`src/rtl/core/qopt_pkg.sv`:
```
package qopt_pkg;

    // Field widths fixed by the interface.
    localparam int unsigned PRESCALE_W = 16;
    localparam int unsigned PERIOD_W   = 32;
    localparam int unsigned DELAY_W    = 17;
    localparam int unsigned RELOAD_W   = 16;
    localparam int unsigned KIND_W     = 2;

    // Defaults for the top-level parameters.
    localparam int unsigned RING_SLOTS_DEF = 8;
    localparam int unsigned TAG_BITS_DEF   = 8;

    // Register reset values.
    localparam logic [PRESCALE_W-1:0] PRESCALE_RST = 16'd7999;
    localparam logic [PERIOD_W-1:0]   PERIOD_RST   = 32'd1000;

    // Configuration port.
    localparam int unsigned APB_ADDR_W = 4;
    localparam int unsigned APB_DATA_W = 32;
    localparam logic [1:0]  REG_PRESCALE = 2'd0;
    localparam logic [1:0]  REG_PERIOD   = 2'd1;
    localparam logic [1:0]  REG_ENABLE   = 2'd2;

    // Result queue depth, a power of two holding at least two results.
    localparam int unsigned OUTQ_DEPTH = 4;

    typedef enum logic [KIND_W-1:0] {
        KIND_PERIODIC = 2'd0,
        KIND_ONESHOT  = 2'd1,
        KIND_DROP     = 2'd2
    } t_kind;

    typedef enum logic {
        S_IDLE,
        S_LOAD
    } t_state;

    typedef struct packed {
        logic [PRESCALE_W-1:0] prescale;
        logic [PERIOD_W-1:0]   period;
        logic                  enable;
        logic                  clear;
    } t_cfg;

    typedef struct packed {
        logic first;
        logic second;
    } t_push;

endpackage

```
`src/rtl/core/queued_oneshot_and_periodic_timer.sv`:
```
// Two millisecond timers driven by a stream of source clock ticks, sharing one
// prescaler setting. Each input transfer is either one tick (opcode 0) or a
// one-shot request (opcode 1) with a delay in milliseconds and a tag. The
// periodic timer, while enabled, reports event_kind 0 every period. A one-shot
// request starts at once when no one-shot runs; otherwise it waits in a ring
// that holds RING_SLOTS-1 requests, and a request that finds the ring full is
// reported right away as event_kind 2 with its tag. An expiring one-shot is
// reported as event_kind 1 with its tag, and the oldest waiting request then
// starts. A tick may give two results (periodic first); o_last marks the final
// result of each input transfer. Items are normally taken back to back; a
// tick whose expiry starts a queued request holds off the next item while the
// waiting entry is read from the ring RAM, whose read data is registered.
// Results wait in a four-entry queue, and input is taken only while that
// queue has room for two results, so a stalled output side eventually stalls
// the input. Registers live on an APB-style port: prescale_divide at 0x0,
// periodic_period_ms at 0x4, periodic_enable at 0x8; writing 1 to the enable
// restarts the periodic counts. Configuration is meant to be written while
// the block is idle. There is no clearing pass after reset.
module queued_oneshot_and_periodic_timer #(
    parameter int unsigned RING_SLOTS = qopt_pkg::RING_SLOTS_DEF,
    parameter int unsigned TAG_BITS   = qopt_pkg::TAG_BITS_DEF
) (
    input  logic                                i_clk,
    input  logic                                i_rst_n,
    // Input channel.
    input  logic                                i_valid,
    output logic                                o_ready,
    input  logic                                i_opcode,
    input  logic [qopt_pkg::DELAY_W-1:0]        i_delay_ms,
    input  logic [TAG_BITS-1:0]                 i_event_tag,
    // Result channel.
    output logic                                o_valid,
    input  logic                                i_ready,
    output logic [qopt_pkg::KIND_W-1:0]         o_event_kind,
    output logic [TAG_BITS-1:0]                 o_tag_out,
    output logic                                o_last,
    // Configuration port.
    input  logic                                psel,
    input  logic                                penable,
    input  logic                                pwrite,
    input  logic [qopt_pkg::APB_ADDR_W-1:0]     paddr,
    input  logic [qopt_pkg::APB_DATA_W-1:0]     pwdata,
    output logic [qopt_pkg::APB_DATA_W-1:0]     prdata,
    output logic                                pready
);

    localparam int unsigned PTR_W   = $clog2(RING_SLOTS);
    localparam int unsigned ENTRY_W = TAG_BITS + qopt_pkg::DELAY_W;
    localparam int unsigned RES_W   = qopt_pkg::KIND_W + TAG_BITS + 1;

    logic [qopt_pkg::PRESCALE_W-1:0] r_prescale;
    logic [qopt_pkg::PERIOD_W-1:0]   r_period;
    logic                            r_enable;
    logic                            wr;
    logic [1:0]                      reg_idx;
    qopt_pkg::t_cfg                  cfg;

    qopt_pkg::t_push    push;
    logic [RES_W-1:0]   res0, res1, res_out;
    logic               space2;
    logic               ram_we, ram_re;
    logic [PTR_W-1:0]   ram_waddr, ram_raddr;
    logic [ENTRY_W-1:0] ram_wdata, ram_rdata;

    // The register file answers every access at once.
    assign pready  = 1'b1;
    assign wr      = psel && penable && pwrite && pready;
    assign reg_idx = paddr[3:2];

    always_ff @(posedge i_clk) begin
        if (!i_rst_n) begin
            r_prescale <= qopt_pkg::PRESCALE_RST;
            r_period   <= qopt_pkg::PERIOD_RST;
            r_enable   <= 1'b0;
        end else if (wr) begin
            unique case (reg_idx)
                qopt_pkg::REG_PRESCALE: r_prescale <= pwdata[qopt_pkg::PRESCALE_W-1:0];
                qopt_pkg::REG_PERIOD:   r_period   <= pwdata;
                qopt_pkg::REG_ENABLE:   r_enable   <= pwdata[0];
                default: ;
            endcase
        end
    end

    always_comb begin
        unique case (reg_idx)
            qopt_pkg::REG_PRESCALE: prdata = {16'b0, r_prescale};
            qopt_pkg::REG_PERIOD:   prdata = r_period;
            qopt_pkg::REG_ENABLE:   prdata = {31'b0, r_enable};
            default:                prdata = '0;
        endcase
    end

    // Enabling the periodic timer restarts it from count zero.
    always_comb begin
        cfg.prescale = r_prescale;
        cfg.period   = r_period;
        cfg.enable   = r_enable;
        cfg.clear    = wr && (reg_idx == qopt_pkg::REG_ENABLE) && pwdata[0];
    end

    qopt_ctrl #(
        .RING_SLOTS (RING_SLOTS),
        .TAG_BITS   (TAG_BITS)
    ) u_ctrl (
        .i_clk       (i_clk),
        .i_rst_n     (i_rst_n),
        .i_cfg       (cfg),
        .i_valid     (i_valid),
        .o_ready     (o_ready),
        .i_opcode    (i_opcode),
        .i_delay_ms  (i_delay_ms),
        .i_event_tag (i_event_tag),
        .i_space2    (space2),
        .o_push      (push),
        .o_res0      (res0),
        .o_res1      (res1),
        .o_ram_we    (ram_we),
        .o_ram_waddr (ram_waddr),
        .o_ram_wdata (ram_wdata),
        .o_ram_re    (ram_re),
        .o_ram_raddr (ram_raddr),
        .i_ram_rdata (ram_rdata)
    );

    // Waiting one-shot requests, {tag, delay} per slot.
    qopt_ram #(
        .WIDTH (ENTRY_W),
        .DEPTH (RING_SLOTS)
    ) u_ring (
        .i_clk   (i_clk),
        .i_we    (ram_we),
        .i_waddr (ram_waddr),
        .i_wdata (ram_wdata),
        .i_re    (ram_re),
        .i_raddr (ram_raddr),
        .o_rdata (ram_rdata)
    );

    qopt_outq #(
        .WIDTH (RES_W)
    ) u_outq (
        .i_clk    (i_clk),
        .i_rst_n  (i_rst_n),
        .i_push   (push),
        .i_res0   (res0),
        .i_res1   (res1),
        .o_space2 (space2),
        .o_valid  (o_valid),
        .i_ready  (i_ready),
        .o_res    (res_out)
    );

    assign o_event_kind = res_out[RES_W-1 -: qopt_pkg::KIND_W];
    assign o_tag_out    = res_out[TAG_BITS:1];
    assign o_last       = res_out[0];

endmodule

```
`src/rtl/core/qopt_ram.sv`:
```
module qopt_ram #(
    parameter int unsigned WIDTH = 8,
    parameter int unsigned DEPTH = 8
) (
    input  logic                     i_clk,
    input  logic                     i_we,
    input  logic [$clog2(DEPTH)-1:0] i_waddr,
    input  logic [WIDTH-1:0]         i_wdata,
    input  logic                     i_re,
    input  logic [$clog2(DEPTH)-1:0] i_raddr,
    output logic [WIDTH-1:0]         o_rdata
);

    logic [WIDTH-1:0] r_mem [DEPTH];
    logic [WIDTH-1:0] r_rdata;

    always_ff @(posedge i_clk) begin
        if (i_we) begin
            r_mem[i_waddr] <= i_wdata;
        end
        if (i_re) begin
            r_rdata <= r_mem[i_raddr];
        end
    end

    assign o_rdata = r_rdata;

endmodule

```
`src/rtl/core/qopt_outq.sv`:
```
module qopt_outq #(
    parameter int unsigned WIDTH = 11
) (
    input  logic               i_clk,
    input  logic               i_rst_n,
    input  qopt_pkg::t_push    i_push,
    input  logic [WIDTH-1:0]   i_res0,
    input  logic [WIDTH-1:0]   i_res1,
    output logic               o_space2,
    output logic               o_valid,
    input  logic               i_ready,
    output logic [WIDTH-1:0]   o_res
);

    localparam int unsigned IDX_W = $clog2(qopt_pkg::OUTQ_DEPTH);
    localparam int unsigned CNT_W = $clog2(qopt_pkg::OUTQ_DEPTH + 1);

    logic [WIDTH-1:0] r_mem [qopt_pkg::OUTQ_DEPTH];
    logic [IDX_W-1:0] r_head, n_head;
    logic [IDX_W-1:0] r_tail, n_tail;
    logic [CNT_W-1:0] r_count, n_count;
    logic             pop;
    logic [IDX_W-1:0] tail_p1;

    assign pop     = o_valid && i_ready;
    assign tail_p1 = r_tail + 1'b1;

    always_comb begin
        n_head  = pop ? r_head + 1'b1 : r_head;
        n_tail  = r_tail;
        n_count = r_count - CNT_W'(pop);
        if (i_push.first) begin
            n_tail  = tail_p1;
            n_count = n_count + 1'b1;
        end
        if (i_push.second) begin
            n_tail  = r_tail + IDX_W'(2);
            n_count = n_count + 1'b1;
        end
    end

    always_ff @(posedge i_clk) begin
        if (!i_rst_n) begin
            r_head  <= '0;
            r_tail  <= '0;
            r_count <= '0;
        end else begin
            r_head  <= n_head;
            r_tail  <= n_tail;
            r_count <= n_count;
        end
    end

    always_ff @(posedge i_clk) begin
        if (i_push.first) begin
            r_mem[r_tail] <= i_res0;
        end
        if (i_push.second) begin
            r_mem[tail_p1] <= i_res1;
        end
    end

    assign o_space2 = (r_count <= CNT_W'(qopt_pkg::OUTQ_DEPTH - 2));
    assign o_valid  = (r_count != '0);
    assign o_res    = r_mem[r_head];

endmodule

```
`src/rtl/core/qopt_ctrl.sv`:
```
module qopt_ctrl #(
    parameter int unsigned RING_SLOTS = qopt_pkg::RING_SLOTS_DEF,
    parameter int unsigned TAG_BITS   = qopt_pkg::TAG_BITS_DEF,
    localparam int unsigned PTR_W     = $clog2(RING_SLOTS),
    localparam int unsigned ENTRY_W   = TAG_BITS + qopt_pkg::DELAY_W,
    localparam int unsigned RES_W     = qopt_pkg::KIND_W + TAG_BITS + 1
) (
    input  logic                          i_clk,
    input  logic                          i_rst_n,
    input  qopt_pkg::t_cfg                i_cfg,
    input  logic                          i_valid,
    output logic                          o_ready,
    input  logic                          i_opcode,
    input  logic [qopt_pkg::DELAY_W-1:0]  i_delay_ms,
    input  logic [TAG_BITS-1:0]           i_event_tag,
    input  logic                          i_space2,
    output qopt_pkg::t_push               o_push,
    output logic [RES_W-1:0]              o_res0,
    output logic [RES_W-1:0]              o_res1,
    output logic                          o_ram_we,
    output logic [PTR_W-1:0]              o_ram_waddr,
    output logic [ENTRY_W-1:0]            o_ram_wdata,
    output logic                          o_ram_re,
    output logic [PTR_W-1:0]              o_ram_raddr,
    input  logic [ENTRY_W-1:0]            i_ram_rdata
);

    localparam int unsigned PS_W = qopt_pkg::PRESCALE_W;
    localparam int unsigned PD_W = qopt_pkg::PERIOD_W;
    localparam int unsigned DL_W = qopt_pkg::DELAY_W;
    localparam int unsigned RL_W = qopt_pkg::RELOAD_W;

    qopt_pkg::t_state    r_state, n_state;
    logic [PS_W-1:0]     r_pps, n_pps;
    logic [PD_W-1:0]     r_pms, n_pms;
    logic [PS_W-1:0]     r_ops, n_ops;
    logic [DL_W-1:0]     r_rem, n_rem;
    logic                r_run, n_run;
    logic [TAG_BITS-1:0] r_tag, n_tag;
    logic [PTR_W-1:0]    r_head, n_head;
    logic [PTR_W-1:0]    r_tail, n_tail;

    logic                accept;
    logic                fire, expire, drop;
    logic [PTR_W-1:0]    tail_next;
    logic [PTR_W-1:0]    head_next;
    logic [DL_W-1:0]     start_delay;
    logic [TAG_BITS-1:0] start_tag;
    logic [DL_W-1:0]     start_rem;
    logic [RL_W-1:0]     reload;

    function automatic logic [PTR_W-1:0] ring_next(input logic [PTR_W-1:0] p);
        return (p == PTR_W'(RING_SLOTS - 1)) ? '0 : p + 1'b1;
    endfunction

    assign o_ready   = (r_state == qopt_pkg::S_IDLE) && i_space2;
    assign accept    = i_valid && o_ready;
    assign tail_next = ring_next(r_tail);
    assign head_next = ring_next(r_head);

    // A new one-shot takes its delay from the request or from the ring entry.
    always_comb begin
        if (r_state == qopt_pkg::S_LOAD) begin
            start_delay = i_ram_rdata[DL_W-1:0];
            start_tag   = i_ram_rdata[ENTRY_W-1:DL_W];
        end else begin
            start_delay = i_delay_ms;
            start_tag   = i_event_tag;
        end
        // Zero acts as the full 16-bit range; larger values wrap.
        reload    = start_delay[RL_W-1:0] - 1'b1;
        start_rem = {1'b0, reload} + 1'b1;
    end

    always_comb begin
        n_state = r_state;
        n_pps   = r_pps;
        n_pms   = r_pms;
        n_ops   = r_ops;
        n_rem   = r_rem;
        n_run   = r_run;
        n_tag   = r_tag;
        n_head  = r_head;
        n_tail  = r_tail;
        fire    = 1'b0;
        expire  = 1'b0;
        drop    = 1'b0;
        o_ram_we    = 1'b0;
        o_ram_waddr = r_tail;
        o_ram_wdata = {i_event_tag, i_delay_ms};
        o_ram_re    = 1'b0;
        o_ram_raddr = r_head;

        unique case (r_state)
            qopt_pkg::S_LOAD: begin
                n_rem   = start_rem;
                n_tag   = start_tag;
                n_ops   = '0;
                n_run   = 1'b1;
                n_state = qopt_pkg::S_IDLE;
            end
            qopt_pkg::S_IDLE: begin
                if (accept && i_opcode) begin
                    if (!r_run) begin
                        n_rem = start_rem;
                        n_tag = start_tag;
                        n_ops = '0;
                        n_run = 1'b1;
                    end else if (tail_next == r_head) begin
                        drop = 1'b1;
                    end else begin
                        o_ram_we = 1'b1;
                        n_tail   = tail_next;
                    end
                end else if (accept) begin
                    if (i_cfg.enable) begin
                        if (r_pps >= i_cfg.prescale) begin
                            n_pps = '0;
                            if (r_pms >= i_cfg.period - 1'b1) begin
                                n_pms = '0;
                                fire  = 1'b1;
                            end else begin
                                n_pms = r_pms + 1'b1;
                            end
                        end else begin
                            n_pps = r_pps + 1'b1;
                        end
                    end
                    if (r_run) begin
                        if (r_ops >= i_cfg.prescale) begin
                            n_ops = '0;
                            if (r_rem <= DL_W'(1)) begin
                                n_rem  = '0;
                                expire = 1'b1;
                                n_tag  = '0;
                                n_run  = 1'b0;
                                // The next waiting request starts once its
                                // entry has come out of the ring memory.
                                if (r_head != r_tail) begin
                                    o_ram_re = 1'b1;
                                    n_head   = head_next;
                                    n_state  = qopt_pkg::S_LOAD;
                                end
                            end else begin
                                n_rem = r_rem - 1'b1;
                            end
                        end else begin
                            n_ops = r_ops + 1'b1;
                        end
                    end
                end
            end
            default: begin
                n_state = qopt_pkg::S_IDLE;
            end
        endcase

        if (i_cfg.clear) begin
            n_pps = '0;
            n_pms = '0;
        end
    end

    // The periodic result always comes before the one-shot result.
    always_comb begin
        o_push.first  = fire || expire || drop;
        o_push.second = fire && expire;
        if (fire) begin
            o_res0 = {qopt_pkg::KIND_PERIODIC, {TAG_BITS{1'b0}}, !expire};
        end else if (expire) begin
            o_res0 = {qopt_pkg::KIND_ONESHOT, r_tag, 1'b1};
        end else begin
            o_res0 = {qopt_pkg::KIND_DROP, i_event_tag, 1'b1};
        end
        o_res1 = {qopt_pkg::KIND_ONESHOT, r_tag, 1'b1};
    end

    always_ff @(posedge i_clk) begin
        if (!i_rst_n) begin
            r_state <= qopt_pkg::S_IDLE;
        end else begin
            r_state <= n_state;
        end
    end

    always_ff @(posedge i_clk) begin
        if (!i_rst_n) begin
            r_pps  <= '0;
            r_pms  <= '0;
            r_ops  <= '0;
            r_rem  <= '0;
            r_run  <= 1'b0;
            r_tag  <= '0;
            r_head <= '0;
            r_tail <= '0;
        end else begin
            r_pps  <= n_pps;
            r_pms  <= n_pms;
            r_ops  <= n_ops;
            r_rem  <= n_rem;
            r_run  <= n_run;
            r_tag  <= n_tag;
            r_head <= n_head;
            r_tail <= n_tail;
        end
    end

endmodule

```
`config.mk`:
```
export PLATFORM = sky130hd
export DESIGN_NAME = queued_oneshot_and_periodic_timer
export DESIGN_NICKNAME = d
export VERILOG_FILES = /design/src/rtl/core/qopt_pkg.sv /design/src/rtl/core/queued_oneshot_and_periodic_timer.sv /design/src/rtl/core/qopt_ram.sv /design/src/rtl/core/qopt_outq.sv /design/src/rtl/core/qopt_ctrl.sv
export SDC_FILE = /design/constraint.sdc
export NUM_CORES = 1
export LEC_CHECK = 0
export BUFFER_PORTS_ARGS = -buffer_cell sky130_fd_sc_hd__buf_2
export CORE_UTILIZATION = 40
export DETAILED_ROUTE_END_ITERATION = 6
export GPL_TIMING_DRIVEN = 0
export MAX_ROUTING_LAYER = met4
export PLACE_DENSITY_LB_ADDON = 0.15
export SLEW_MARGIN = 20
export SYNTH_ARGS = -nofsm -noshare
export SYNTH_HDL_FRONTEND = slang
export SYNTH_HIERARCHICAL = 1
export SYNTH_SLANG_ARGS = --single-unit
```
`constraint.sdc`:
```
create_clock -name i_clk -period 8.8 [get_ports i_clk]
set_input_delay 1.32 -clock i_clk [delete_from_list [all_inputs] [get_ports i_clk]]
set_output_delay 1.32 -clock i_clk [all_outputs]
set_load 0.005 [all_outputs]
```
==> metrics.txt <==
first-pass GRT wire length=~83,000 microns; # port buffers=about 110; critical path cell sequence=nor4_1 -> nor4b_2 -> nand2_1 -> or4_1 -> nor2_1 -> nand3b_1 -> nor4_1 -> xnor2_1 -> ha_1 -> a21o_1 -> a21o_1 -> a21oi_1 -> o21ai_0 -> a21oi_1 -> o21ai_0 -> and2_1 -> or2_2 -> buf_4 -> o21ai_0 -> ha_1 -> nand2_1 -> xnor3_1 -> nor2b_1; via count=14,400; DRT iter0 DRCs=930; final setup fails=0; power density cells=about 180 nW/um^2; die width=between 200 and 250 microns; r2r endpoint=u_outq/r_count[2]$_SDFF_PN0_; postcts setup bufs=0; critical path peak fanout=10; min Tclk post-route=roughly 6.1 ns; Mapped Area=21,500 sq um; post-DR wirelength/cell=between 15 and 20 microns; Worst R2R Setup Slack=2.71 ns; vias in the first global route=14,400; WP data required=9.31 ns; VDD IR max=roughly 190 uV; FMAX=roughly 0.16 GHz; TritonCTS clock tree=done; GRT Overall Usage=between 20% and 30%; buffers plus inverters on the worst setup path=1; clk sinks=415; Avg Inst Size Synth=~12 sq um; Post-Syn Instances=1,782; Worst Path Arrival=about 6.6 ns; pin count of the biggest net entering global routing=29; Clk pin slew, worst setup/hold paths=0.06 ns; layout filler cell count=about 4,800; leakage=9.38 nW; Worst setup EP type=register; cts bufs inserted=48; CTS Root Cell=clkbuf_16; setup_tns=0 ns; status=finished, violations left; R2R depth=23; DRT Pass-1 Iters=7; Initial Utilization=40.7%; clk_lat worst skew=0.60 ns; worst hold endpoint=r_prescale[6]$_SDFFE_PN0P_; Vias per Instance=5.38; hold_sp=r_prescale[6]$_SDFFE_PN0P_; # rows=84; Layout area overhead=15.4%; RSZ-0062 raised after global routing=false; CP max stage cell=or4_1; cell family with most CP delay=simple AND/OR/NAND/NOR gates; Worst Tran Pin Value=1.12 ns; Detail Placement HPWL=approximately 38,000 microns; worst hold path cell count=2; initial antenna violation count=0; post-route ant nets=0; Slew Viols, Final=0; Post-CTS Hold Buffers=0; core box area=between 50,000 and 60,000 sq um; total of max-cap violations=0; violations in the final reports=DRC; CP startpoint kind=register; Ports=approximately 120; final clock skew=between 0.03 and 0.04 ns; Ys Warns=6; R2R Path Start=r_period[5]$_SDFFE_PN1P_; die height=between 200 and 250 microns; n_diodes=0; Most common cell on crit path=o21ai_0; Max-Slew Margin vs Limit=24.9%; Die Area=~55,000 sq um; Placer Congestion=approximately 0.86; total power=between 4 and 5 mW; clock buffer depth=3; slowest stage delay, CP=between 0.5 and 0.6 ns; Max H-tree Level=2; Final nets=approximately 2,100; CP Class=register to register; drt drc=6; share of cells above drive strength 1=roughly 19%; post_cts resized=0; Hold Fails Final Rpt=0; worst hold path class=register to register; total grt overflow=0; DRT Wirelength=53,100 microns; crit share post-route=about 70%
[layout make-up]
type / count / area, sq um / share of cell area, %
plain buffers: 106 / 661 / 2.66
clock buffers: 65 / 1360 / 5.46
clock inverters: 24 / 241 / 0.972
inverters: 47 / 176 / 0.710
multi-input cells: 1215 / 9830 / 39.6
flip-flops and latches: 415 / 10900 / 43.9
well taps: 688 / 861 / 3.47
repair buffers: 123 / 797 / 3.21
[layout by cell type (no fill, tap or decap), types with 7 or more instances in the layout]
master / instances
nand3_1: 33
inv_1: 47
nand2_1: 149
buf_2: 117
clkbuf_8: 9
buf_1: 9
nor4b_1: 7
clkbuf_1: 47
o211ai_1: 12
mux2_4: 36
nor3_1: 31
xor2_1: 40
nor4_1: 28
xnor2_1: 79
a22oi_1: 8
o21ai_0: 52
or4_1: 10
buf_6: 21
o31ai_1: 8
clkinv_2: 8
nand2b_1: 9
mux4_1: 55
buf_4: 36
a21oi_1: 51
and2_1: 30
dfxtp_1: 155
nor2_1: 147
mux2_2: 32
or3_1: 21
ha_1: 84
mux2i_1: 90
clkbuf_16: 48
and3_1: 12
a21o_1: 24
a31oi_1: 7
nor2b_1: 20
nand4_1: 33
edfxtp_1: 260
nand3b_1: 7
[worst max path at each step]
stage                        startpoint                            to  slack (ns)  cells after the start
4_1_cts        r_period[5]$_SDFFE_PN1P_  u_outq/r_mem[1][0]$_DFFE_PP_        2.70                     19
3_3_place_gp                    i_valid  u_ring/r_mem[0][7]$_DFFE_PP_        1.53                      6
5_1_grt        r_period[5]$_SDFFE_PN1P_  u_outq/r_count[2]$_SDFF_PN0_        2.23                     23
6_report       r_period[5]$_SDFFE_PN1P_  u_outq/r_count[2]$_SDFF_PN0_        2.71                     23
2_1_floorplan  r_period[5]$_SDFFE_PN1P_  u_outq/r_count[2]$_SDFF_PN0_        3.84                     23
3_5_place_dp   r_period[5]$_SDFFE_PN1P_  u_outq/r_mem[1][6]$_DFFE_PP_        2.76                     19
[worst reg2reg max path: stages (launching register included)]
cell and delay, ns:
dfxtp_1 0.37, nor4_1 0.47, nor4b_2 0.48, nand2_1 0.14, or4_1 0.52, nor2_1 0.27, nand3b_1 0.22, nor4_1 0.37
xnor2_1 0.18, ha_1 0.27, a21o_1 0.16, a21o_1 0.17, a21oi_1 0.13, o21ai_0 0.14, a21oi_1 0.15, o21ai_0 0.25
and2_1 0.29, or2_2 0.31, buf_4 0.18, o21ai_0 0.23, ha_1 0.19, nand2_1 0.07, xnor3_1 0.32, nor2b_1 0.11
[stage by stage]
step / hold slack, ns / instances / utilization, % / worst slack (ns) / area [sq um]
detailed placement: 0.479 / 2593 / 43.9 / 2.76 / 23200
finish: 0.488 / 2683 / 47.0 / 2.71 / 24800
global placement: 0.468 / 2579 / 43.4 / 1.53 / 22900
CTS: 0.488 / 2682 / 46.9 / 2.70 / 24800
floorplan: 0.447 / 1783 / - / 3.84 / 21500
global route: 0.500 / 2683 / 47.0 / 2.23 / 24800
[routing by layer]
| metal | GRT usage (%) | share of wire (%) | vias up |
|---|---|---|---|
| met5 | - | 0 | - |
| met4 | 5.76 | 2.3 | 0 |
| met3 | 2.36 | 3.6 | 77 |
| met2 | 32.7 | 47 | 277 |
| met1 | 27.1 | 47 | 7098 |
| li1 | - | - | 6988 |
[power breakdown]
| part | leakage (nW) | total [mW] | switching [mW] | internal, mW |
|---|---|---|---|---|
| clock | 0.788 | 1.99 | 0.818 | 1.18 |
| sequential | 3.62 | 2.11 | 0.0242 | 2.09 |
| combinational | 4.97 | 0.406 | 0.239 | 0.167 |
[sequential cells by signal, indices dropped and copies added, names as in the netlist, 8 cells and up, named ones only]
register,flops
u_ring/o_rdata,24
u_ring/r_mem,192
u_ctrl/r_pps,16
u_ctrl/r_rem,17
u_ctrl/r_pms,32
u_ctrl/r_tag,8
r_prescale,16
r_period,32
u_ctrl/r_ops,16
u_outq/r_mem,44
Note: power is estimated with default switching activity, not from simulation.
